<file path="config.mk">
export PLATFORM = sky130hd
export DESIGN_NAME = framed_packet_receiver_checksum_core
export DESIGN_NICKNAME = d
export VERILOG_FILES = /design/src/rtl/fprc_pkg.sv /design/src/rtl/fprc_deframer.sv /design/src/rtl/framed_packet_receiver_checksum_core.sv
export SDC_FILE = /design/constraint.sdc
export NUM_CORES = 1
export LEC_CHECK = 0
export BUFFER_PORTS_ARGS = -buffer_cell sky130_fd_sc_hd__buf_2
export CELL_PAD_IN_SITES_DETAIL_PLACEMENT = 1
export CELL_PAD_IN_SITES_GLOBAL_PLACEMENT = 2
export CORE_ASPECT_RATIO = 1.75
export CORE_UTILIZATION = 45
export CTS_CLUSTER_SIZE = 24
export DETAILED_ROUTE_END_ITERATION = 8
export PLACE_DENSITY = 0.8
export SETUP_SLACK_MARGIN = 0.15
export SLEW_MARGIN = 10
export SYNTH_ARGS = -nofsm -noshare
export SYNTH_HDL_FRONTEND = slang
export SYNTH_SLANG_ARGS = --single-unit
export TNS_END_PERCENT = 1
</file>
<file path="constraint.sdc">
create_clock -name clk -period 15.08 [get_ports clk]
set_clock_uncertainty 0.1 [all_clocks]
set_input_delay 3.016 -clock clk [delete_from_list [all_inputs] [get_ports clk]]
set_output_delay 3.016 -clock clk [all_outputs]
set_load 0.005 [all_outputs]
</file>
<file path="src/rtl/fprc_pkg.sv">
package fprc_pkg;

  // Frame delimiters and special values
  localparam logic [7:0] START_BYTE = 8'h49;
  localparam logic [7:0] END_BYTE   = 8'h4D;
  localparam logic [7:0] BROADCAST  = 8'hFF;

  // Command codes
  localparam logic [7:0] CMD_SLEEP      = 8'h02;
  localparam logic [7:0] CMD_WAKE       = 8'h03;
  localparam logic [7:0] CMD_DATA       = 8'h11;
  localparam logic [7:0] CMD_PARAMS     = 8'h12;
  localparam logic [7:0] CMD_REPORT_OFF = 8'h18;
  localparam logic [7:0] CMD_REPORT_ON  = 8'h19;

  // Euler tag 0x0040 is bit 6 of the little-endian word at payload byte 1
  localparam int         TAG_POS       = 1;
  localparam int         TAG_BIT       = 6;
  localparam int         EULER_FIRST   = 7;
  localparam int         EULER_BYTES   = 6;
  localparam int         IDX_W         = 7;
  localparam logic [6:0] EULER_MIN_LEN = 7'd13;

  typedef enum logic [2:0] {
    ERR_NONE,
    ERR_BROADCAST,
    ERR_LENGTH,
    ERR_CHECKSUM,
    ERR_END,
    ERR_ADDRESS
  } frame_err_t;

  typedef enum logic [2:0] {
    KIND_OTHER,
    KIND_SLEEP_ACK,
    KIND_WAKE_ACK,
    KIND_DATA_REPORT,
    KIND_PARAMS_ACK,
    KIND_REPORT_OFF,
    KIND_REPORT_ON
  } reply_kind_t;

  typedef struct packed {
    logic               done;
    frame_err_t         err;
    logic [7:0]         cmd;
    reply_kind_t        kind;
    logic               upd;
    logic signed [15:0] ax;
    logic signed [15:0] ay;
    logic signed [15:0] az;
  } rx_result_t;

  function automatic reply_kind_t kind_of(logic [7:0] code);
    reply_kind_t k;
    unique case (code)
      CMD_SLEEP:      k = KIND_SLEEP_ACK;
      CMD_WAKE:       k = KIND_WAKE_ACK;
      CMD_DATA:       k = KIND_DATA_REPORT;
      CMD_PARAMS:     k = KIND_PARAMS_ACK;
      CMD_REPORT_OFF: k = KIND_REPORT_OFF;
      CMD_REPORT_ON:  k = KIND_REPORT_ON;
      default:        k = KIND_OTHER;
    endcase
    return k;
  endfunction

endpackage

</file>
<file path="src/rtl/fprc_deframer.sv">
module fprc_deframer import fprc_pkg::*; #(
  parameter int MAX_PAYLOAD = 73
) (
  input  logic       clk,
  input  logic       rst,
  input  logic       cfg_write,
  input  logic [7:0] cfg_data,
  input  logic       step,
  input  logic [7:0] rx_byte,
  output rx_result_t result
);

  localparam logic [7:0] MaxLen = 8'(MAX_PAYLOAD);

  typedef enum logic [2:0] {
    PH_HUNT,
    PH_ADDR,
    PH_LEN,
    PH_PAYLOAD,
    PH_CSUM,
    PH_TAIL
  } phase_t;

  phase_t             phase, phase_next;
  logic [IDX_W-1:0]   byte_index, byte_index_next, idx_inc;
  logic [7:0]         running_sum, running_sum_next;
  logic [7:0]         frame_address, frame_address_next;
  logic [IDX_W-1:0]   frame_length, frame_length_next;
  logic [7:0]         device_address;
  logic [7:0]         cmd_byte;
  logic               tag_set;
  logic [7:0]         euler_byte [EULER_BYTES];
  logic signed [15:0] held_x, held_y, held_z;
  logic signed [15:0] new_x, new_y, new_z;

  assign idx_inc = byte_index + IDX_W'(1);
  assign new_x   = {euler_byte[1], euler_byte[0]};
  assign new_y   = {euler_byte[3], euler_byte[2]};
  assign new_z   = {euler_byte[5], euler_byte[4]};

  always_comb begin
    phase_next         = phase;
    running_sum_next   = running_sum;
    byte_index_next    = byte_index;
    frame_address_next = frame_address;
    frame_length_next  = frame_length;
    result.done        = 1'b0;
    result.err         = ERR_NONE;
    result.cmd         = '0;
    result.kind        = KIND_OTHER;
    result.upd         = 1'b0;
    unique case (phase)
      PH_HUNT: begin
        if (rx_byte == START_BYTE) begin
          running_sum_next = '0;
          byte_index_next  = '0;
          phase_next       = PH_ADDR;
        end
      end
      PH_ADDR: begin
        frame_address_next = rx_byte;
        running_sum_next   = running_sum + rx_byte;
        if (rx_byte == BROADCAST) begin
          result.err = ERR_BROADCAST;
          phase_next = PH_HUNT;
        end else begin
          phase_next = PH_LEN;
        end
      end
      PH_LEN: begin
        running_sum_next = running_sum + rx_byte;
        if (rx_byte == 8'd0 || rx_byte > MaxLen) begin
          result.err = ERR_LENGTH;
          phase_next = PH_HUNT;
        end else begin
          frame_length_next = rx_byte[IDX_W-1:0];
          byte_index_next   = '0;
          phase_next        = PH_PAYLOAD;
        end
      end
      PH_PAYLOAD: begin
        running_sum_next = running_sum + rx_byte;
        byte_index_next  = idx_inc;
        if (idx_inc >= frame_length) begin
          phase_next = PH_CSUM;
        end
      end
      PH_CSUM: begin
        if (running_sum == rx_byte) begin
          phase_next = PH_TAIL;
        end else begin
          result.err = ERR_CHECKSUM;
          phase_next = PH_HUNT;
        end
      end
      PH_TAIL: begin
        phase_next = PH_HUNT;
        if (rx_byte != END_BYTE) begin
          result.err = ERR_END;
        end else if (device_address != BROADCAST && device_address != frame_address) begin
          result.err = ERR_ADDRESS;
        end else begin
          result.done = 1'b1;
          result.cmd  = cmd_byte;
          result.kind = kind_of(cmd_byte);
          result.upd  = (cmd_byte == CMD_DATA) && (frame_length >= EULER_MIN_LEN)
                        && ({1'b0, frame_length} <= MaxLen) && tag_set;
        end
      end
      default: phase_next = PH_HUNT;
    endcase
    result.ax = result.upd ? new_x : held_x;
    result.ay = result.upd ? new_y : held_y;
    result.az = result.upd ? new_z : held_z;
  end

  always_ff @(posedge clk) begin
    if (rst) begin
      phase          <= PH_HUNT;
      running_sum    <= '0;
      byte_index     <= '0;
      frame_address  <= '0;
      frame_length   <= '0;
      device_address <= BROADCAST;
      held_x         <= '0;
      held_y         <= '0;
      held_z         <= '0;
    end else begin
      if (cfg_write) begin
        device_address <= cfg_data;
      end
      if (step) begin
        phase         <= phase_next;
        running_sum   <= running_sum_next;
        byte_index    <= byte_index_next;
        frame_address <= frame_address_next;
        frame_length  <= frame_length_next;
        held_x        <= result.ax;
        held_y        <= result.ay;
        held_z        <= result.az;
      end
    end
  end

  // Keep only the payload bytes that are ever read: command, tag and angles
  always_ff @(posedge clk) begin
    if (step && phase == PH_PAYLOAD) begin
      if (byte_index == '0) begin
        cmd_byte <= rx_byte;
      end
      if (byte_index == IDX_W'(TAG_POS)) begin
        tag_set <= rx_byte[TAG_BIT];
      end
      for (int k = 0; k < EULER_BYTES; k++) begin
        if (byte_index == IDX_W'(EULER_FIRST + k)) begin
          euler_byte[k] <= rx_byte;
        end
      end
    end
  end

  a_done_clean: assert property (@(posedge clk) disable iff (rst)
    result.done |-> result.err == ERR_NONE)
    else $error("completed packet carries an error code");

  a_upd_data: assert property (@(posedge clk) disable iff (rst)
    result.upd |-> result.done && result.cmd == CMD_DATA)
    else $error("angle update without a completed data report");

  a_idx_bound: assert property (@(posedge clk) disable iff (rst)
    phase == PH_PAYLOAD |-> byte_index < frame_length)
    else $error("payload index ran past frame length");

  a_tail_hunt: assert property (@(posedge clk) disable iff (rst)
    step && phase == PH_TAIL |=> phase == PH_HUNT)
    else $error("deframer did not return to hunting after end byte");

endmodule

</file>
<file path="src/rtl/framed_packet_receiver_checksum_core.sv">
// Channel   Dir  Handshake            Payload
// in        in   in_valid / in_stall  rx_byte
// out       out  out_valid/ out_stall packet_done, frame_error, command_code,
//                                     reply_kind, angles_updated, angle_x/y/z
// cfg       in   cfg_write            cfg_data (device_address)
//
// One result per received byte; one byte per cycle sustained while out_stall is low.
// The deframer state is updated in the cycle of the input transfer; the result
// lands in a two-entry output buffer (output register plus skid register).
// in_stall is the skid register's valid bit, so input is held only when both
// entries are full.
// Synchronous active-high rst: hunting for a start byte, device_address 255,
// held angles zero, output buffer empty.
module framed_packet_receiver_checksum_core import fprc_pkg::*; #(
  parameter int MAX_PAYLOAD = 73
) (
  input  logic               clk,
  input  logic               rst,
  input  logic               cfg_write,
  input  logic [7:0]         cfg_data,
  input  logic               in_valid,
  output logic               in_stall,
  input  logic [7:0]         rx_byte,
  output logic               out_valid,
  input  logic               out_stall,
  output logic               packet_done,
  output logic [2:0]         frame_error,
  output logic [7:0]         command_code,
  output logic [2:0]         reply_kind,
  output logic               angles_updated,
  output logic signed [15:0] angle_x,
  output logic signed [15:0] angle_y,
  output logic signed [15:0] angle_z
);

  rx_result_t step_result;
  rx_result_t out_q;
  rx_result_t skid_q;
  logic       skid_valid;
  logic       in_xfer;
  logic       out_xfer;

  assign in_stall = skid_valid;
  assign in_xfer  = in_valid && !skid_valid;
  assign out_xfer = out_valid && !out_stall;

  fprc_deframer #(
    .MAX_PAYLOAD(MAX_PAYLOAD)
  ) u_deframer (
    .clk      (clk),
    .rst      (rst),
    .cfg_write(cfg_write),
    .cfg_data (cfg_data),
    .step     (in_xfer),
    .rx_byte  (rx_byte),
    .result   (step_result)
  );

  // Output buffer: fill the output register when it is free or draining,
  // otherwise park the new result in the skid register.
  always_ff @(posedge clk) begin
    if (rst) begin
      out_valid  <= 1'b0;
      skid_valid <= 1'b0;
    end else if (in_xfer) begin
      if (!out_valid || !out_stall) begin
        out_valid <= 1'b1;
      end else begin
        skid_valid <= 1'b1;
      end
    end else if (out_xfer) begin
      // Advance the skid entry, or empty the buffer
      if (skid_valid) begin
        skid_valid <= 1'b0;
      end else begin
        out_valid <= 1'b0;
      end
    end
  end

  always_ff @(posedge clk) begin
    if (in_xfer) begin
      if (!out_valid || !out_stall) begin
        out_q <= step_result;
      end else begin
        skid_q <= step_result;
      end
    end else if (out_xfer && skid_valid) begin
      out_q <= skid_q;
    end
  end

  assign packet_done    = out_q.done;
  assign frame_error    = out_q.err;
  assign command_code   = out_q.cmd;
  assign reply_kind     = out_q.kind;
  assign angles_updated = out_q.upd;
  assign angle_x        = out_q.ax;
  assign angle_y        = out_q.ay;
  assign angle_z        = out_q.az;

  a_skid_behind_out: assert property (@(posedge clk) disable iff (rst)
    skid_valid |-> out_valid)
    else $error("skid entry held while output register empty");

  a_park_on_stall: assert property (@(posedge clk) disable iff (rst)
    in_xfer && out_valid && out_stall |=> skid_valid)
    else $error("result lost while output was stalled");

  a_drain_skid: assert property (@(posedge clk) disable iff (rst)
    skid_valid && !out_stall |=> !skid_valid && out_valid)
    else $error("skid entry not advanced on output transfer");

endmodule
</file>
# Word-level counts from Yosys, hierarchy flattened
# Memory sizes are Yosys's and may differ from the RTL's.
# Index checks and enable logic that the tools add are counted.
# totals
register_bits	228
ram_bits	48
elab_cells	175
n_memories	1
# classes
add_sub_neg	2
order_cmp	4
eq_ne	30
mux	70
bitwise_logic	2
reduce_logical	37
# mem_list
name	depth	word_bits	read_ports	rd_ports_with_merged_regs	wr	line	source
u_deframer.euler_byte	6	8	6	0	1	fprc_deframer.sv:32	logic [7:0] euler_byte [EULER_BYTES];
# op_table
cell	count
$mux 64	3
$mux 16	3
$mux 8	6
$reduce_or 8->1	5
$mux 12	3
$eq 7x4->1 const B	5
$mux 1	34
$eq 8x5->1 const B	4
$mux 3	10
$pmux 7 s3	1
$pmux 3 s6	1
$eq 8x2->1 const B	2
$pmux 8 s2	1
$pmux 3 s5	1
$mux 7	2
$pmux 3 s4	1
$reduce_and 2->1	6
$reduce_and 3->1	4
$add 8x8->8	1
$eq 8x7->1 const B	1
$eq 8x8->1	1
$eq 8x8->1 const B	1
$gt 8x7->1 const B	1
$logic_and 1x1->1	8
other kinds (25)	40

# Depth between registers and ports, before layout
# logic_depth
word_depth	11
ltp_mapped	10
ltp_nobuf	10

# Cells and area by module
# A second synthesis with hierarchy kept.
# unflattened
cells_unflattened	879
area_unflattened_um2	11987.7
# by_module_without_submodules
mod	n_inst	cells_per_inst	area_each_um2	seq_area_each_um2
fprc_deframer	1	666	7195.7	3493.4
framed_packet_receiver_checksum_core	1	213	4792.1	3883.7

# Least setup slack after synthesis
# No wires, ideal clock.
# synth_path
kind	input to register
from	input in_valid
to	register out_q (netlist bit angle_x[0]), enable pin
t_arrival_ps	6909
required_time_ps	14473
path_slack_ps	7564
path_stages	5
n_path_buf	2
path_cell_list	nor2b_1 -> clkbuf_1 -> clkbuf_1 -> a21oi_1 -> a21oi_1
# synth_between
elab_chain_len	3
elab_cells_between_ends	4
# synth_lines
item	line	source
start: declaration	framed_packet_receiver_checksum_core.sv:21	input logic in_valid,
$logic_and 1x1->1 *	framed_packet_receiver_checksum_core.sv:44	assign in_xfer = in_valid && !skid_valid;
$ne 2x2->1 (no source line) or $reduce_bool 2->1 (tied branches)	-	
$reduce_and 2->1 (no source line) *	-	
end signal: assignment	framed_packet_receiver_checksum_core.sv:84	out_q <= step_result;
end signal: assignment	framed_packet_receiver_checksum_core.sv:89	out_q <= skid_q;
end: declaration	framed_packet_receiver_checksum_core.sv:37	rx_result_t out_q;
# Every way passes the cells marked *; elsewhere a longest branch is shown, timed or not.
# A chain may end at the register's enable or synchronous reset.

# Worst setup path after layout
# layout_path
from	input rx_byte[4]
to	register u_deframer.held_z[2]
# layout_between
elab_chain_len	4
# layout_lines
item	line	source
start: declaration	framed_packet_receiver_checksum_core.sv:23	input logic [7:0] rx_byte,
$ne 8x7->1	fprc_deframer.sv:98	if (rx_byte != END_BYTE) begin
$mux 12	fprc_deframer.sv:98	
$mux 12	fprc_deframer.sv:52	unique case (phase)
$mux 16	fprc_deframer.sv:114	result.az = result.upd ? new_z : held_z;
end signal: assignment	fprc_deframer.sv:140	held_z <= result.az;
end: declaration	fprc_deframer.sv:33	logic signed [15:0] held_x, held_y, held_z;
# No other way between the ends.

==> metrics.md <==
| Metric | Value |
|---|---|
| Port bufs | `86` |
| Clk root buf | `clkbuf_16` |
| Commonest non-fill, non-tap cells in the layout | `edfxtp_1, mux2_2, nor2_1` |
| CP Capture Type | `flip-flop` |
| Cell taking the most area after synthesis | `edfxtp_1` |
| Largest net degree at the start of global routing | `96` |
| Power per Cell Area | `122 mW/mm²` |
| Power, Total | `1.59 mW` |
| Post CTS Setup Buffer Count | `0` |
| Initial DRT Pass Iterations | `4` |
| YS warnings | `0` |
| Reg2reg start | `u_deframer.device_address[6]` |
| Area contributors post-synth | `edfxtp_1, dfxtp_1, mux2_2` |
| Sequential share of the synthesized area | `0.643` |
| Leak | `4.82 nW` |
| Sink Count | `about 280` |
| Die area | `0.0262 mm²` |
| Residual DRC | `0` |
| Avg WL per Cell | `20.8 µm` |
| Max VDD drop | `0.0979 mV` |
| Area Overhead vs Synth | `13.3%` |
| CTS tree | `yes` |
| Mapped Cells | `833` |
| Area of the core | `0.0251 mm²` |
| Std cell rows | `77` |
| Post-synth ARST share | `0` |
| Synthesized Nets | `a little under 900` |
| CTS max path bufs | `3` |
| CP Launch Type | `input port` |
| Post-Syn Area | `0.0115 mm²` |
| Fmax | `around 190 MHz` |
| Crit path kind | `input port to flip-flop` |
| Resized Gates After CTS | `0` |
| IO Pins | `87` |
| Slew margin rel. | `0.294` |
| GR Util All Layers | `0.205` |
| Fin. Hold Viols | `0` |
| CP Data Required Time | `15,330 ps` |
| Slew Limit Fails | `0` |
| Vias in the first global route | `7,621` |
| Global-route wire length before repair | `40,900 µm` |
| Final wirelength | `between 20,000 and 30,000 µm` |
| Status | `finished, final reports clean` |
| CP arrival | `5570 ps` |
| Num CTS Buffers | `25` |
| HP Class | `flip-flop to flip-flop` |
| Worst-path clk slew | `70 ps` |
| GP Congestion | `0.823` |
| Commonest non-fill, non-tap cell in the layout | `edfxtp_1` |
| Clk_lat worst skew | `530 ps` |
| Worst Hold Launch | `u_deframer.running_sum[4]` |
| Worst Max-Slew Pin Slew | `~1100 ps` |
| Post-synth EDFFs | `185` |
| Antenna violations before repair | `0` |
| Die Y-Extent | `213 µm` |
| DR vias | `6,783` |
| Unrepaired setup endpoints after global routing | `no` |
| Vias per inst | `roughly 5.4` |
| Post-DRT Antenna Nets | `0` |
| Starting Density | `0.456` |
| First DRT Iteration DRCs | `288` |
| # hold bufs at CTS | `0` |
| CP startpoint | `rx_byte[4]` |
| Minimum clock period | `5310 ps` |
| Synth Register Bits | `276` |
| Max cap viols | `0` |
| Largest fanout on the critical path | `around 50` |
| Top_reg_cell synth | `edfxtp_1` |
| Avg Cell Area, Syn | `around 14 µm²` |
| Setup TNS | `0 ps` |
| Final HPWL DP | `16,500 µm` |
| # H-tree levels | `1` |
| Netlist cell types | `55` |
| Setup violators final | `0` |
| Global route overflow | `0` |
| Horiz. Die Dim | `roughly 120 µm` |
| Synth top area share | `0.484` |
| Share of cells above drive strength 1 | `0.259` |
| Nets | `953` |
| Final period utilization | `0.352` |
| Antenna Cells | `0` |
==> cells by family (layout without fill, tap and decap cells) <==
group,count (synthesis),after routing,share of synthesized area
buffers and inverters,54,152,0.0222
AO/OA/AOI/OAI,75,75,0.0428
adder cells (fa/ha/maj),19,19,0.0214
flip-flops,276,276,0.643
XOR/XNOR,19,19,0.0145
multiplexers,170,170,0.160
AND/OR/NAND/NOR,220,220,0.0964
==> worst max-delay path: stages <==
cell and delay, ps:
buf_2 220, or4_1 560, nor2_1 160, nand3_1 160, nor4_4 290, buf_4 720, mux2i_1 300, nor2_1 80
==> through the flow <==
step           hold WS [ps]  utilization  cells  instance area [µm²]  setup slack (ps)
2_1_floorplan           336            -    833                11500              7560
3_3_place_gp            348        0.484   1202                12200              9380
3_5_place_dp            378        0.484   1202                12200              9260
4_1_cts                 389        0.517   1247                13000              9770
5_1_grt                 414        0.517   1247                13000              9650
6_report                384        0.517   1247                13000              9770
==> path summary, 6_finish.rpt <==
path	endpoint	slack [ps]	cells past startpoint
hold reg to reg	u_deframer.running_sum[4]	380	2
setup / recovery	u_deframer.held_z[2]	9770	8
setup reg to reg	angle_x[0]	12100	7
hold / removal	u_deframer.running_sum[4]	380	2
==> cells in the mapped netlist (all sizes together) (9+ instances only) <==
cell type / instances
nand3: 13
nand2: 27
a21oi: 23
nor2b: 19
dfxtp: 91
edfxtp: 185
clkbuf: 28
mux2: 107
inv: 14
a211o: 9
xor2: 15
o21ai: 15
mux2i: 63
and2: 13
nor2: 95
ha: 18
buf: 12
==> report_power, final <==
| part | internal [mW] | switching (mW) |
|---|---|---|
| sequential | 0.832 | 0.0101 |
| combinational | 0.0362 | 0.0562 |
| clock | 0.375 | 0.279 |
| total | 1.24 | 0.345 |
==> metal layers <==
layer,vias to the layer above,share of wire,GRT usage
met5,-,0,0
met3,38,0.025,0.0190
met1,3420,0.38,0.221
met2,109,0.57,0.407
met4,0,0.024,0.0622
li1,3216,-,-
==> layout make-up <==
cell class / count / area [µm²]
Inverter: 14 / 52.6
Timing Repair Buffer: 93 / 483
Clock buffer: 29 / 641
Tap cell: 316 / 395
Sequential cell: 276 / 7380
Clock inverter: 16 / 191
Fill cell: 2541 / 12100
Multi-Input combinational cell: 503 / 3860
==> state kept, by name, summed over array words and instances (netlist names), 3 cells and up <==
name	count
u_deframer.frame_length	7
reply_kind	3
u_deframer.held_x	16
u_deframer.cmd_byte	8
angle_z	16
u_deframer.held_z	16
u_deframer.held_y	16
skid_q	64
frame_error	3
u_deframer.byte_index	7
u_deframer.running_sum	8
u_deframer.device_address	8
u_deframer.euler_byte	48
angle_x	16
command_code	8
u_deframer.phase	3
angle_y	16
u_deframer.frame_address	8
No activity file was read; power rests on OpenSTA's default activity.
